===== config.mk =====
export PLATFORM = sky130hd
export DESIGN_NAME = array_list_engine
export DESIGN_NICKNAME = d
export VERILOG_FILES = /design/src/rtl/alst_pkg.sv /design/src/rtl/alst_ctrl.sv /design/src/rtl/array_list_engine.sv
export SDC_FILE = /design/constraint.sdc
export NUM_CORES = 1
export LEC_CHECK = 0
export BUFFER_PORTS_ARGS = -buffer_cell sky130_fd_sc_hd__buf_2
export CORE_MARGIN = 2
export CORE_UTILIZATION = 30
export CTS_CLUSTER_DIAMETER = 80
export DETAILED_ROUTE_END_ITERATION = 6
export PLACE_DENSITY = 0.52
export SLEW_MARGIN = 30
export SYNTH_ARGS = -nofsm -noshare
export SYNTH_HDL_FRONTEND = slang
export SYNTH_SLANG_ARGS = --single-unit

===== constraint.sdc =====
create_clock -name clk -period 6.7 [get_ports clk]
set_input_delay 1.005 -clock clk [delete_from_list [all_inputs] [get_ports clk]]
set_output_delay 1.005 -clock clk [all_outputs]
set_load 0.05 [all_outputs]

===== src/rtl/alst_pkg.sv =====
// Shared types and codes of the array list engine.
package alst_pkg;

	typedef enum logic [2:0] {
		REQ_INSERT  = 3'd0,
		REQ_DELETE  = 3'd1,
		REQ_REVERSE = 3'd2,
		REQ_ROTATE  = 3'd3,
		REQ_DEDUP   = 3'd4,
		REQ_READ    = 3'd5
	} req_code_t;

	typedef enum logic [1:0] {
		STS_OK     = 2'd0,
		STS_FULL   = 2'd1,
		STS_BADPOS = 2'd2
	} status_t;

	typedef enum logic [1:0] {
		RP_NONE,
		RP_FIRST,
		RP_SECOND,
		RP_THIRD
	} rot_phase_t;

	typedef enum logic [4:0] {
		S_IDLE,
		S_CHECK,
		S_INS_LOOP,
		S_INS_WR,
		S_DEL_LOOP,
		S_DEL_WR,
		S_REV_LOOP,
		S_REV_RDHI,
		S_REV_WRLO,
		S_REV_WRHI,
		S_MOD,
		S_DUP_FIRST,
		S_DUP_LOOP,
		S_DUP_CMP,
		S_READ_WAIT,
		S_DONE
	} state_t;

	typedef struct packed {
		logic [2:0]        req_type;
		logic [31:0]       value;
		logic [4:0]        pos;
		logic [4:0]        pos_end;
		logic signed [5:0] rotate_amount;
	} request_t;

	typedef struct packed {
		logic [31:0] read_value;
		logic [4:0]  list_length;
		logic [1:0]  status;
	} result_t;

endpackage


===== src/rtl/alst_ctrl.sv =====
// Sequencer, entry memory and index arithmetic of the array list engine.
module alst_ctrl import alst_pkg::*; #(
	parameter int CAPACITY = 16
) (
	input  logic     clk,
	input  logic     arst_n,
	input  logic     start,
	input  request_t req,
	output logic     ready,
	output logic     done,
	input  logic     done_ack,
	output result_t  result
);

	localparam int AW = (CAPACITY > 1) ? $clog2(CAPACITY) : 1;
	localparam int CW = $clog2(CAPACITY + 1);
	localparam int LW = ((CW > 5) ? CW : 5) + 1;
	localparam int SW = ((CW > 6) ? CW : 6) + 2;

	logic [31:0] mem [CAPACITY];
	logic [31:0] rdata;
	logic        re;
	logic        we;
	logic [AW-1:0] raddr;
	logic [AW-1:0] waddr;
	logic [31:0]   wdata;

	state_t     state_q, state_d;
	rot_phase_t phase_q, phase_d;
	logic [CW-1:0] count_q, count_d;
	logic [CW-1:0] i_q, i_d;
	logic [CW-1:0] w_q, w_d;
	logic [CW-1:0] lo_q, lo_d;
	logic [CW-1:0] hi_q, hi_d;
	logic signed [SW-1:0] s_q, s_d;
	logic [31:0] tmp_q, tmp_d;
	logic [31:0] rdv_q, rdv_d;
	status_t     status_q, status_d;
	request_t    req_q, req_d;

	logic [LW-1:0] pos_ext;
	logic [LW-1:0] pend_ext;
	logic [LW-1:0] cnt_ext;
	logic [LW-1:0] len_ext;
	logic [CW-1:0] i_dec;
	logic [CW-1:0] i_inc;
	logic [CW-1:0] pos_m1;
	logic [CW-1:0] pend_m1;
	logic [CW-1:0] cnt_m1;
	logic signed [SW-1:0] n_s;
	logic [CW-1:0] s_cw;

	always_ff @(posedge clk) begin
		if (re) begin
			rdata <= mem[raddr];
		end
		if (we) begin
			mem[waddr] <= wdata;
		end
	end

	always_ff @(posedge clk or negedge arst_n) begin
		if (!arst_n) begin
			state_q <= S_IDLE;
			phase_q <= RP_NONE;
			count_q <= '0;
		end else begin
			state_q <= state_d;
			phase_q <= phase_d;
			count_q <= count_d;
		end
	end

	always_ff @(posedge clk) begin
		i_q      <= i_d;
		w_q      <= w_d;
		lo_q     <= lo_d;
		hi_q     <= hi_d;
		s_q      <= s_d;
		tmp_q    <= tmp_d;
		rdv_q    <= rdv_d;
		status_q <= status_d;
		req_q    <= req_d;
	end

	assign pos_ext  = LW'(req_q.pos);
	assign pend_ext = LW'(req_q.pos_end);
	assign cnt_ext  = LW'(count_q);
	assign len_ext  = LW'(count_q);
	assign i_dec    = i_q - 1'b1;
	assign i_inc    = i_q + 1'b1;
	assign pos_m1   = CW'(pos_ext - 1'b1);
	assign pend_m1  = CW'(pend_ext - 1'b1);
	assign cnt_m1   = count_q - 1'b1;
	assign n_s      = SW'(count_q);
	assign s_cw     = s_q[CW-1:0];

	always_comb begin
		state_d  = state_q;
		phase_d  = phase_q;
		count_d  = count_q;
		i_d      = i_q;
		w_d      = w_q;
		lo_d     = lo_q;
		hi_d     = hi_q;
		s_d      = s_q;
		tmp_d    = tmp_q;
		rdv_d    = rdv_q;
		status_d = status_q;
		req_d    = req_q;
		re       = 1'b0;
		we       = 1'b0;
		raddr    = i_q[AW-1:0];
		waddr    = i_q[AW-1:0];
		wdata    = rdata;
		ready    = 1'b0;
		done     = 1'b0;

		unique case (state_q)
			S_IDLE: begin
				ready = 1'b1;
				if (start) begin
					req_d   = req;
					state_d = S_CHECK;
				end
			end
			S_CHECK: begin
				rdv_d    = '0;
				status_d = STS_OK;
				phase_d  = RP_NONE;
				state_d  = S_DONE;
				case (req_q.req_type)
					REQ_INSERT: begin
						if (count_q == CW'(CAPACITY)) begin
							status_d = STS_FULL;
						end else if (pos_ext == '0 || pos_ext > cnt_ext + 1'b1) begin
							status_d = STS_BADPOS;
						end else begin
							i_d     = count_q;
							state_d = S_INS_LOOP;
						end
					end
					REQ_DELETE: begin
						if (pos_ext == '0 || pos_ext > cnt_ext) begin
							status_d = STS_BADPOS;
						end else begin
							i_d     = pos_m1;
							state_d = S_DEL_LOOP;
						end
					end
					REQ_REVERSE: begin
						if (pos_ext == '0 || pos_ext > cnt_ext ||
						    pend_ext == '0 || pend_ext > cnt_ext) begin
							status_d = STS_BADPOS;
						end else if (pos_ext < pend_ext) begin
							lo_d    = pos_m1;
							hi_d    = pend_m1;
							state_d = S_REV_LOOP;
						end
					end
					REQ_ROTATE: begin
						if (count_q != '0) begin
							s_d     = SW'(req_q.rotate_amount);
							state_d = S_MOD;
						end
					end
					REQ_DEDUP: begin
						if (count_q > CW'(1)) begin
							re      = 1'b1;
							raddr   = '0;
							state_d = S_DUP_FIRST;
						end
					end
					REQ_READ: begin
						if (pos_ext == '0 || pos_ext > cnt_ext) begin
							status_d = STS_BADPOS;
						end else begin
							re      = 1'b1;
							raddr   = pos_m1[AW-1:0];
							state_d = S_READ_WAIT;
						end
					end
					default: begin
						state_d = S_DONE;
					end
				endcase
			end
			S_INS_LOOP: begin
				if (LW'(i_q) >= pos_ext) begin
					re      = 1'b1;
					raddr   = i_dec[AW-1:0];
					state_d = S_INS_WR;
				end else begin
					we      = 1'b1;
					waddr   = pos_m1[AW-1:0];
					wdata   = req_q.value;
					count_d = count_q + 1'b1;
					state_d = S_DONE;
				end
			end
			S_INS_WR: begin
				we      = 1'b1;
				waddr   = i_q[AW-1:0];
				i_d     = i_dec;
				state_d = S_INS_LOOP;
			end
			S_DEL_LOOP: begin
				if (LW'(i_q) + 1'b1 < cnt_ext) begin
					re      = 1'b1;
					raddr   = i_inc[AW-1:0];
					state_d = S_DEL_WR;
				end else begin
					count_d = cnt_m1;
					state_d = S_DONE;
				end
			end
			S_DEL_WR: begin
				we      = 1'b1;
				waddr   = i_q[AW-1:0];
				i_d     = i_inc;
				state_d = S_DEL_LOOP;
			end
			S_REV_LOOP: begin
				if (lo_q < hi_q) begin
					re      = 1'b1;
					raddr   = lo_q[AW-1:0];
					state_d = S_REV_RDHI;
				end else begin
					unique case (phase_q)
						RP_FIRST: begin
							lo_d    = s_cw;
							hi_d    = cnt_m1;
							phase_d = RP_SECOND;
						end
						RP_SECOND: begin
							lo_d    = '0;
							hi_d    = cnt_m1;
							phase_d = RP_THIRD;
						end
						RP_THIRD: begin
							phase_d = RP_NONE;
							state_d = S_DONE;
						end
						default: begin
							state_d = S_DONE;
						end
					endcase
				end
			end
			S_REV_RDHI: begin
				tmp_d   = rdata;
				re      = 1'b1;
				raddr   = hi_q[AW-1:0];
				state_d = S_REV_WRLO;
			end
			S_REV_WRLO: begin
				we      = 1'b1;
				waddr   = lo_q[AW-1:0];
				state_d = S_REV_WRHI;
			end
			S_REV_WRHI: begin
				we      = 1'b1;
				waddr   = hi_q[AW-1:0];
				wdata   = tmp_q;
				lo_d    = lo_q + 1'b1;
				hi_d    = hi_q - 1'b1;
				state_d = S_REV_LOOP;
			end
			S_MOD: begin
				if (s_q < 0) begin
					s_d = s_q + n_s;
				end else if (s_q >= n_s) begin
					s_d = s_q - n_s;
				end else if (s_q == '0) begin
					state_d = S_DONE;
				end else begin
					lo_d    = '0;
					hi_d    = s_cw - 1'b1;
					phase_d = RP_FIRST;
					state_d = S_REV_LOOP;
				end
			end
			S_DUP_FIRST: begin
				tmp_d   = rdata;
				w_d     = CW'(1);
				i_d     = CW'(1);
				state_d = S_DUP_LOOP;
			end
			S_DUP_LOOP: begin
				if (i_q < count_q) begin
					re      = 1'b1;
					raddr   = i_q[AW-1:0];
					state_d = S_DUP_CMP;
				end else begin
					count_d = w_q;
					state_d = S_DONE;
				end
			end
			S_DUP_CMP: begin
				if (rdata != tmp_q) begin
					we    = 1'b1;
					waddr = w_q[AW-1:0];
					tmp_d = rdata;
					w_d   = w_q + 1'b1;
				end
				i_d     = i_inc;
				state_d = S_DUP_LOOP;
			end
			S_READ_WAIT: begin
				rdv_d   = rdata;
				state_d = S_DONE;
			end
			S_DONE: begin
				done = 1'b1;
				if (done_ack) begin
					state_d = S_IDLE;
				end
			end
			default: begin
				state_d = S_IDLE;
			end
		endcase
	end

	assign result.read_value  = rdv_q;
	assign result.list_length = len_ext[4:0];
	assign result.status      = status_q;

endmodule


===== src/rtl/array_list_engine.sv =====
// Top level of the array list engine: stream ports and result register.
//
//  channel  dir  handshake          payload
//  s_*      in   s_tvalid/s_tready  tdata value,pos,pos_end,rotate_amount; tuser req_type
//  m_*      out  m_tvalid/m_tready  tdata read_value,list_length; tuser status
//
// Each step of a request uses the single entry memory once. Insert, delete and dedup
// move or compare entries one at a time, reverse swaps pairs, and a rotate first
// reduces its amount by adding or taking off the list length.
// Reset clears the length count; the entries stay undefined until written.
// s_tready is low while a request is in work; a waiting result lets the next transfer
// in but holds the one after it.
module array_list_engine import alst_pkg::*; #(
	parameter int CAPACITY = 16
) (
	input  logic        clk,
	input  logic        arst_n,
	input  logic        s_tvalid,
	output logic        s_tready,
	input  logic [47:0] s_tdata,  // value[31:0], pos[36:32], pos_end[41:37], rotate_amount[47:42]
	input  logic [2:0]  s_tuser,  // req_type[2:0]
	output logic        m_tvalid,
	input  logic        m_tready,
	output logic [39:0] m_tdata,  // read_value[31:0], list_length[36:32], zero[39:37]
	output logic [1:0]  m_tuser   // status[1:0]
);

	request_t req;
	result_t  result;
	logic     ready;
	logic     done;
	logic     done_ack;
	logic     m_tvalid_q;
	result_t  out_q;

	assign req.req_type      = s_tuser;
	assign req.value         = s_tdata[31:0];
	assign req.pos           = s_tdata[36:32];
	assign req.pos_end       = s_tdata[41:37];
	assign req.rotate_amount = s_tdata[47:42];

	assign s_tready = ready;
	assign done_ack = done && (!m_tvalid_q || m_tready);

	alst_ctrl #(
		.CAPACITY(CAPACITY)
	) u_ctrl (
		.clk      (clk),
		.arst_n   (arst_n),
		.start    (s_tvalid && ready),
		.req      (req),
		.ready    (ready),
		.done     (done),
		.done_ack (done_ack),
		.result   (result)
	);

	always_ff @(posedge clk or negedge arst_n) begin
		if (!arst_n) begin
			m_tvalid_q <= 1'b0;
		end else if (done_ack) begin
			m_tvalid_q <= 1'b1;
		end else if (m_tready) begin
			m_tvalid_q <= 1'b0;
		end
	end

	always_ff @(posedge clk) begin
		if (done_ack) begin
			out_q <= result;
		end
	end

	assign m_tvalid = m_tvalid_q;
	assign m_tdata  = {3'b000, out_q.list_length, out_q.read_value};
	assign m_tuser  = out_q.status;

endmodule


* After elaboration in Yosys (flattened, before gate mapping) *
Memories as Yosys holds them, arrays and structs flattened. A register that Yosys moved wholly into a read port is not among the register bits.
Index checks and enable logic that the tools add are counted.

operators by class
  add/sub/neg operators = 14
  reduce and logical (&&, ||, !) cells = 39
  $lt $le $gt $ge = 11
  mux-type cells = 97
  eq/ne operators = 49

operator list
  operator                                                             number
  32-bit one-hot mux with 2 select lines                               3
  5-bit two-way mux                                                    30
  5-bit one-hot mux with 15 select lines                               1
  32-bit two-way mux                                                   2
  5-bit one-hot mux with 4 select lines                                3
  4-bit two-way mux                                                    13
  5-bit by 4-bit == test with 1-bit output (second input constant)     8
  8-bit two-way mux                                                    4
  32-bit != test                                                       1
  5-bit one-hot mux with 2 select lines                                3
  5-bit one-hot mux with 6 select lines                                1
  5-bit by 1-bit subtractor with 5-bit output (second input constant)  6
  2-bit != test (second input constant)                                12
  5-bit by 1-bit adder with 5-bit output (second input constant)       4
  5-bit by 3-bit == test with 1-bit output (second input constant)     4
  4-bit one-hot mux with 5 select lines                                1
  2-bit two-way mux                                                    9
  2-bit one-hot mux with 3 select lines                                3
  9-bit AND reduction                                                  2
  4-bit one-hot mux with 4 select lines                                1
  8-bit one-hot mux with 2 select lines                                1
  5-bit less-than comparator                                           3
  1-bit two-way mux                                                    15
  5-bit one-hot mux with 3 select lines                                1
  other kinds (45)                                                     79

word-level totals
  memories = 1
  bits in registers = 197
  memory bits (writable) = 512
  output and inout port bits = 44
  input bits = 55

memory list
  name        words  bits a word  read ports  clocked after memory_dff  write ports  RTL line         text
  u_ctrl.mem  16     32           1           1                         1            alst_ctrl.sv:20  logic [31:0] mem [CAPACITY];

* Depth between registers and ports, before layout *
Gate-level depths: netlist of the first run.

  word-level depth = 7
  mapped depth = 16

* Hierarchy *
From an unflattened synthesis of the first run, not the netlist that was laid out.

unflattened totals
  cells, all modules = 2330
  area, all modules = 32050.7 um2

by module, submodules not included
  module             sequential area each (um2)  cells an instance  area each (um2)  times used
  alst_ctrl          20965.1                     2282               30803.3          1
  array_list_engine  1196.1                      48                 1247.4           1

* Worst setup path after synthesis of the first run *
Ideal clock, no wire load.

  path kind = register to register
  start point = register u_ctrl.i_q[1]
  end point = register u_ctrl.rdata[10] (read register of u_ctrl.mem) (data pin)
  stages on the path, launching flop included = 14
  setup time = 272 ps
  data arrival time = 3964 ps
  slack = 2465 ps
  path through = edfxtp_1 > inv_1 > ha_1 > ha_1 > a21boi_1 > o2111a_1 > o311a_1 > or3_4 > o21ai_4 > nand2_2 > buf_2 > mux2_1 > a2111o_1 > or4_1

between the ends
  word-level cells in the longest chain between the ends = 4

RTL lines
  what                                                                                                   RTL line          text
  from (decl)                                                                                            alst_ctrl.sv:31   logic [CW-1:0] i_q, i_d;
  from (signal assigned)                                                                                 alst_ctrl.sv:75   i_q <= i_d;
  5-bit by 1-bit adder with 6-bit output                                                                 alst_ctrl.sv:208  if (LW'(i_q) + 1'b1 < cnt_ext) begin
  6-bit by 5-bit less-than comparator with 1-bit output                                                  alst_ctrl.sv:208
  1-bit two-way mux / 4-bit two-way mux (equally long branches)                                          alst_ctrl.sv:208
  1-bit one-hot mux with 6 select lines / 4-bit one-hot mux with 5 select lines (equally long branches)  alst_ctrl.sv:119  unique case (state_q)
  to (decl)                                                                                              alst_ctrl.sv:21   logic [31:0] rdata;

Parallel ways exist; a longest one is shown, timed or not.
A chain may end at the register's enable or synchronous reset.

* Worst setup path after layout of the first run *
  start point = register u_ctrl.i_q[1]
  end point = register u_ctrl.rdata[31] (read register of u_ctrl.mem) (data pin)

Same word-level chain as after synthesis.

==> run_results.csv, run 1 <==
group,metric,value,unit
run_status,outcome,"finished, final reports clean",
yosys,synth_cell_types,82,
yosys,yosysWarnings,0,
placed_design,portBuffers,95,
pwr,p_comb_share,43.5,%
min_path,hold_class,"in2async",
detailed_routing,wire_per_inst,24.4,um
yosys,synth_top_family_by_area,"compound AO/OA/AOI/OAI gates",
floorplan,ios,99,
detailed_routing,wirelength,94600,um
setup_path,endpoint_kind,"flip-flop",
sta,relSlewSlack,35.0,%
detailed_routing,viasPerCell,5.24,
pwr,powerDensity,574,nW/um^2
cells_and_area,final_common_cell,"edfxtp_1",
setup_path,crit_path_max_incr_delay,0.59,ns
cells_and_area,drive_gt1_share,13.1,%
clocking,cts_root_buf,"clkbuf_16",
grt,grtUsageTotal,17.1,%
clocking,numCtsBuffers,80,
setup_path,path_buf_inv,3,
pwr,pwr-share-clk,20.3,%
yosys,muxShareOfSynthArea,3.35,%
setup_path,path_class,"reg2reg",
setup_path,arrival,5.87,ns
pwr,p_sw_share,42.0,%
flow_run,drv_cap,0,
floorplan,core-area,105000,um^2
setup_path,crit_fanout,33,
setup_path,required,7.07,ns
detailed_routing,drt_iter0_drc,2043,
grt,grt_pass1_wl,139000,um
clocking,htreeDepth,3,
setup_path,start_kind,"flip-flop",
placed_design,placed_area,34500,um^2
yosys,synth_xor_xnor_area_share,1.70,%
sta,tightest_slew,0.975,ns
pwr,seq_power_share,36.3,%
pwr,switching_power,0.00893,W
pwr,power.leakage,12.8,nW
setup_path,worstPathCellList,"inv_1, ha_1, ha_1, a21boi_1, o2111a_1, o311a_1, nor3_1, a21boi_1, o211ai_1, buf_4, or2_1, buf_4, o2111ai_1, or4_1",
detailed_routing,num_vias,20300,
yosys,synth_edf_count,728,
setup_path,slowest_stage,"nor3_1",
sta,final_max_slew_viol_count,0,
setup_path,timing.rr.end,"u_ctrl.rdata[31]",
clocking,cts_setup_buffers,0,
sta,period_share,82.2,%
sta,rsz0062_at_grt,"no",
clocking,clock-sinks,740,
yosys,syn_avg_cell_area,13.7,um^2
yosys,synthFlopType,"edfxtp_1",
clocking,holdBufCountCts,0,
setup_path,crit_family,"compound AO/OA/AOI/OAI gates",
floorplan,die_h,330,um
yosys,ys_seq_area_share,69.3,%
yosys,yosys_register_bits,740,
sta,fin_tns_setup,0,ns
floorplan,start_util,30.3,%
clocking,clockBufferDepth,3,
grt,antenna_found_initial,0,
cells_and_area,final_cell_mix,"edfxtp_1 (728), nand2_1 (246), o21ai_0 (154)",
grt,grt_max_degree,97,
yosys,synth_compound_area_share,11.7,%
yosys,synthArstFlopShare,1.62,%
cells_and_area,fin_area,37100,um^2
detailed_routing,first_pass_iters,5,
yosys,syn-instance-count,2325,
setup_path,reg2reg_slack,1.19,ns
yosys,synth_simple_gate_area_share,8.93,%
detailed_routing,post-route-drc-count,0,
pwr,ir_drop,0.000513,V
cells_and_area,fin_util,35.2,%
setup_path,reg2reg_depth,14,
detailed_routing,postRouteAntennaNets,0,
sta,skew,0.0439,ns
cells_and_area,fin_nets,2545,
sta,setup_violations,0,
floorplan,die_w,330,um
grt,grt_pass1_vias,20400,
setup_path,rr_startpoint,"u_ctrl.i_q[1]",
floorplan,dieArea,109000,um^2
yosys,synth_area,32000,um^2
sta,period_minus_slack,5.51,ns
pwr,internal_power,0.0123,W
yosys,synth_fa_ha_area_share,2.55,%
grt,grt-ovfl-total,0,
cells_and_area,syn_to_final_growth,15.9,%
placed_design,place.gp.congestion,0.899,
clocking,cts_tree,"built",
floorplan,rows,119,
sta,hold_viol,0,
placed_design,post-dp-hpwl,58900,um
clocking,post_cts_resized,0,
sta,fmax,182,MHz
clocking,clk_latency,0.66,ns
setup_path,worstSetupStartpoint,"u_ctrl.i_q[1]",
clocking,clk_pin_slew_worst_paths,0.06,ns
## area by class of cell
class	count	area, um^2
Antenna cell	1	2.50
Inverter	51	191
Fill cell	10100	68400
Multi-Input combinational cell	1391	9290
Timing Repair Buffer	162	1120
Clock inverter	48	465
Clock buffer	97	2090
Tap cell	1391	1740
Sequential cell	740	22200
## layer usage
metal  part of all wire [%]  track usage, %  vias up
li1                       -               -     9170
met1                     43            23.2    10300
met2                     48            28.7      717
met3                    5.8            2.17      139
met4                    2.5            5.29        0
met5                      0               0        -
## Yosys cell counts (24+ instances only)
master | count | area, um^2
edfxtp_1 | 728 | 21900
nand2_1 | 246 | 923
o21ai_0 | 155 | 776
nand3_1 | 122 | 611
clkbuf_1 | 108 | 405
a21oi_1 | 100 | 500
a211oi_1 | 95 | 713
mux2i_1 | 72 | 721
nor2_1 | 69 | 259
ha_1 | 62 | 776
inv_1 | 49 | 184
xor2_1 | 43 | 377
o22ai_1 | 42 | 263
and2_1 | 39 | 244
a22oi_1 | 38 | 285
or4_1 | 36 | 270
a2111o_1 | 30 | 338
buf_2 | 24 | 120
mux2_1 | 24 | 270
## power by group through the flow
stage	clock [W]	combinational (W)	sequential [W]
global placement	0	0.00898	0.00777
detailed placement	0	0.00922	0.00780
global route	0.00457	0.00998	0.00780
floorplan	0	0.00565	0.00763
CTS	0.00439	0.00924	0.00770
finish	0.00431	0.00924	0.00772
## sequential cells by signal, summed over array words and instances, names as in the netlist
register / flops
u_ctrl.i_q: 5
u_ctrl.mem: 512
u_ctrl.w_q: 5
u_ctrl.status_q: 2
u_ctrl.hi_q: 5
u_ctrl.state_q: 4
u_ctrl.lo_q: 5
u_ctrl.count_q: 5
u_ctrl.rdata: 32
u_ctrl.phase_q: 2
u_ctrl.tmp_q: 32
u_ctrl.s_q: 8
u_ctrl.req_q: 41
m_tvalid: 1
u_ctrl.pend_ext: 5
u_ctrl.rdv_q: 32
m_tuser: 2
m_tdata: 37
u_ctrl.pos_ext: 5
## worst reg2reg max path, stage by stage, from the launching register on
cell	delay, ns
edfxtp_1	0.57
inv_1	0.17
ha_1	0.37
ha_1	0.29
a21boi_1	0.14
o2111a_1	0.26
o311a_1	0.39
nor3_1	0.59
a21boi_1	0.27
o211ai_1	0.22
buf_4	0.50
or2_1	0.21
buf_4	0.52
o2111ai_1	0.20
or4_1	0.54
## how the worst max path moves through the flow
stage | end | slack [ns] | cells past startpoint
4_1_cts | u_ctrl.rdata[31] | 1.24 | 14
3_3_place_gp | u_ctrl.rdata[31] | 1.33 | 15
5_1_grt | u_ctrl.rdata[31] | 0.95 | 15
6_report | u_ctrl.rdata[31] | 1.19 | 14
2_1_floorplan | u_ctrl.rdata[10] | 2.46 | 13
3_5_place_dp | u_ctrl.rdata[31] | 1.27 | 14
## through the flow
stage	hold slack (ns)	std cells	total power [W]	setup WS, ns
after floorplan	0.400	2327	0.0133	2.46
after global placement	0.402	3732	0.0167	1.33
after detailed placement	0.405	3734	0.0170	1.27
after CTS	0.249	3879	0.0213	1.24
after global routing	0.280	3880	0.0224	0.948
final	0.283	3881	0.0213	1.19
## cells by family (layout without fill, tap and decap cells)
group / count (synthesis) / count (layout)
compound gates: 563 / 563
mux: 103 / 103
simple gates: 596 / 596
xor+xnor: 62 / 62
buf+inv: 196 / 358
fa+ha+maj: 64 / 64
other cells: 1 / 4
flops: 740 / 740
(Power assumes the default switching activity.)
==> run 2: changes to the inputs <==
Settings changed: PLACE_DENSITY 0.52 to 0.54.
Clock period 6.7 ns to 4.72 ns, I/O delays scaled along.
==> run 2 against run 1 <==
Non-clock buffer count rose by 67. Wire length rose by 0.54%. Count of clock-buffer cells in the layout fell by 5. Sequential share of layout area fell by 1.5 points. Power rose by 47%. Critical path type unchanged.
==> run_results.csv, run 2 (same netlist as run 1, synthesis figures left out) <==
group,metric,value,unit
grt,grtUsageTotal,17.0,%
detailed_routing,viasPerCell,5.31,
clocking,clk_latency,0.63,ns
grt,grt_pass1_wl,137000,um
clocking,cts_tree,"built",
detailed_routing,post-route-drc-count,0,
setup_path,rr_startpoint,"u_ctrl.i_q[0]",
pwr,power.leakage,13.2,nW
grt,antenna_found_initial,1,
setup_path,reg2reg_depth,14,
setup_path,reg2reg_slack,0.13,ns
clocking,cts_root_buf,"clkbuf_16",
floorplan,die_h,330,um
floorplan,rows,119,
setup_path,crit_path_max_incr_delay,0.53,ns
detailed_routing,wirelength,95100,um
cells_and_area,fillers,10000,
pwr,total_power,0.0312,W
setup_path,path_buf_inv,2,
cells_and_area,fin_area,38000,um^2
flow_run,drv_cap,0,
floorplan,ios,99,
grt,grt_max_degree,97,
setup_path,worstPathCellList,"buf_4, and3_1, xor2_1, ha_1, nand3_1, nand2_1, o311a_1, or3_4, o21ai_4, nand2_4, buf_12, mux2_1, a2111o_1, or4_1",
cells_and_area,fin_nets,2609,
detailed_routing,wire_per_inst,24.1,um
setup_path,required,5.08,ns
floorplan,core-area,105000,um^2
cells_and_area,top_register,"u_ctrl.mem",
setup_path,path_class,"reg2reg",
floorplan,start_util,30.3,%
sta,fin_tns_setup,0,ns
detailed_routing,drt_iter0_drc,1908,
setup_path,endpoint_kind,"flip-flop",
clocking,htreeDepth,3,
pwr,powerDensity,822,nW/um^2
setup_path,slowest_stage,"or4_1",
placed_design,placed_area,35300,um^2
grt,grt-ovfl-total,0,
run_status,outcome,"finished, final reports clean",
floorplan,die_w,330,um
floorplan,dieArea,109000,um^2
clocking,clk_pin_slew_worst_paths,0.06,ns
clocking,clockBufferDepth,3,
sta,final_max_slew_viol_count,0,
cells_and_area,final_common_cell,"edfxtp_1",
detailed_routing,num_vias,20900,
sta,setup_violations,0,
sta,skew,0.0325,ns
sta,fmax,218,MHz
placed_design,place.gp.congestion,0.876,
sta,period_minus_slack,4.59,ns
min_path,hold_class,"in2reg",
setup_path,start_kind,"flip-flop",
setup_path,worstSetupStartpoint,"u_ctrl.i_q[0]",
cells_and_area,drive_gt1_share,15.6,%
setup_path,crit_family,"simple AND/OR/NAND/NOR gates",
setup_path,arrival,4.95,ns
setup_path,crit_path_end,"u_ctrl.rdata[7]",
placed_design,post-dp-hpwl,57400,um
sta,period_share,97.2,%
sta,relSlewSlack,39.5,%
cells_and_area,fin_util,36.0,%
sta,tightest_slew,0.905,ns
sta,hold_viol,0,
cells_and_area,syn_to_final_growth,18.9,%
cells_and_area,largest_register_ffs,512,
detailed_routing,postRouteAntennaNets,0,
placed_design,portBuffers,95,
cells_and_area,antenna_cells,0,
detailed_routing,first_pass_iters,7,
cells_and_area,final_cell_mix,"edfxtp_1 (728), nand2_1 (246), o21ai_0 (154)",
pwr,ir_drop,0.00103,V
clocking,clock-sinks,740,
setup_path,timing.rr.end,"u_ctrl.rdata[7]",
setup_path,path_depth,14,
clocking,numCtsBuffers,77,
grt,grt_pass1_vias,20400,
setup_path,crit_fanout,29,
[run 2: cell type report]
cell class | count | area, um^2 | share of cell area (%)
multi-input combinational | 1391 | 9330 | 24.6
tap | 1391 | 1740 | 4.58
sequential | 740 | 22200 | 58.3
timing repair buffer | 229 | 2130 | 5.60
inverter | 51 | 191 | 0.504
clock buffer | 92 | 2000 | 5.28
clock inverter | 45 | 433 | 1.14
[run 2: per-stage QoR]
step,hold WS [ns],worst slack [ns],instances
floorplan,0.400,0.485,2327
global placement,0.401,0.137,3787
detailed placement,0.405,0.0826,3789
CTS,0.212,0.0539,3927
global route,0.226,-0.00287,3939
finish,0.247,0.133,3939
[run 2: worst min path at each step]
| stage | depth (start not counted) | slack [ns] | to | from |
|---|---|---|---|---|
| finish | 1 | 0.25 | u_ctrl.pend_ext[2] | s_tdata[39] |
| global route | 1 | 0.23 | u_ctrl.req_q[21] | s_tdata[5] |
| CTS | 1 | 0.21 | u_ctrl.req_q[21] | s_tdata[5] |
| detailed placement | 0 | 0.40 | m_tdata[28] | u_ctrl.rdv_q[28] |
| global placement | 0 | 0.40 | m_tdata[17] | u_ctrl.rdv_q[17] |
| floorplan | 0 | 0.40 | m_tdata[0] | u_ctrl.rdv_q[0] |
[run 2: worst reg2reg max path, delay by kind of cell (launching register included)]
family	cells	cell delay [ns]
AO/OA/AOI/OAI	3	1.06
multiplexers	1	0.36
flip-flops	1	0.51
AND/OR/NAND/NOR	6	1.44
buffers and inverters	2	0.41
adder cells (fa/ha/maj)	1	0.30
XOR/XNOR	1	0.24
[run 2: repair_timing]
| action | CTS | global route |
|---|---|---|
| endpoints found under the setup margin | 0 | 32 |
| endpoints found under the hold margin | 12 | 0 |
| hold buffers | 1 | 0 |
| resized for setup | 0 | 9 |
| buffers inserted | 0 | 10 |
[run 2: where the power goes]
group / total [W] / leakage (nW) / internal, W / switching (W)
Sequential: 0.0109 / 6.76 / 0.0101 / 0.000811
Combinational: 0.0144 / 5.30 / 0.00494 / 0.00947
Clock: 0.00592 / 1.18 / 0.00338 / 0.00255
[run 2: routing by layer]
layer  GRT usage [%]  share of wire, %
met5               0                 0
met3            2.32               6.8
met2            28.4                48
met1            22.6                42
met4            5.83               3.0
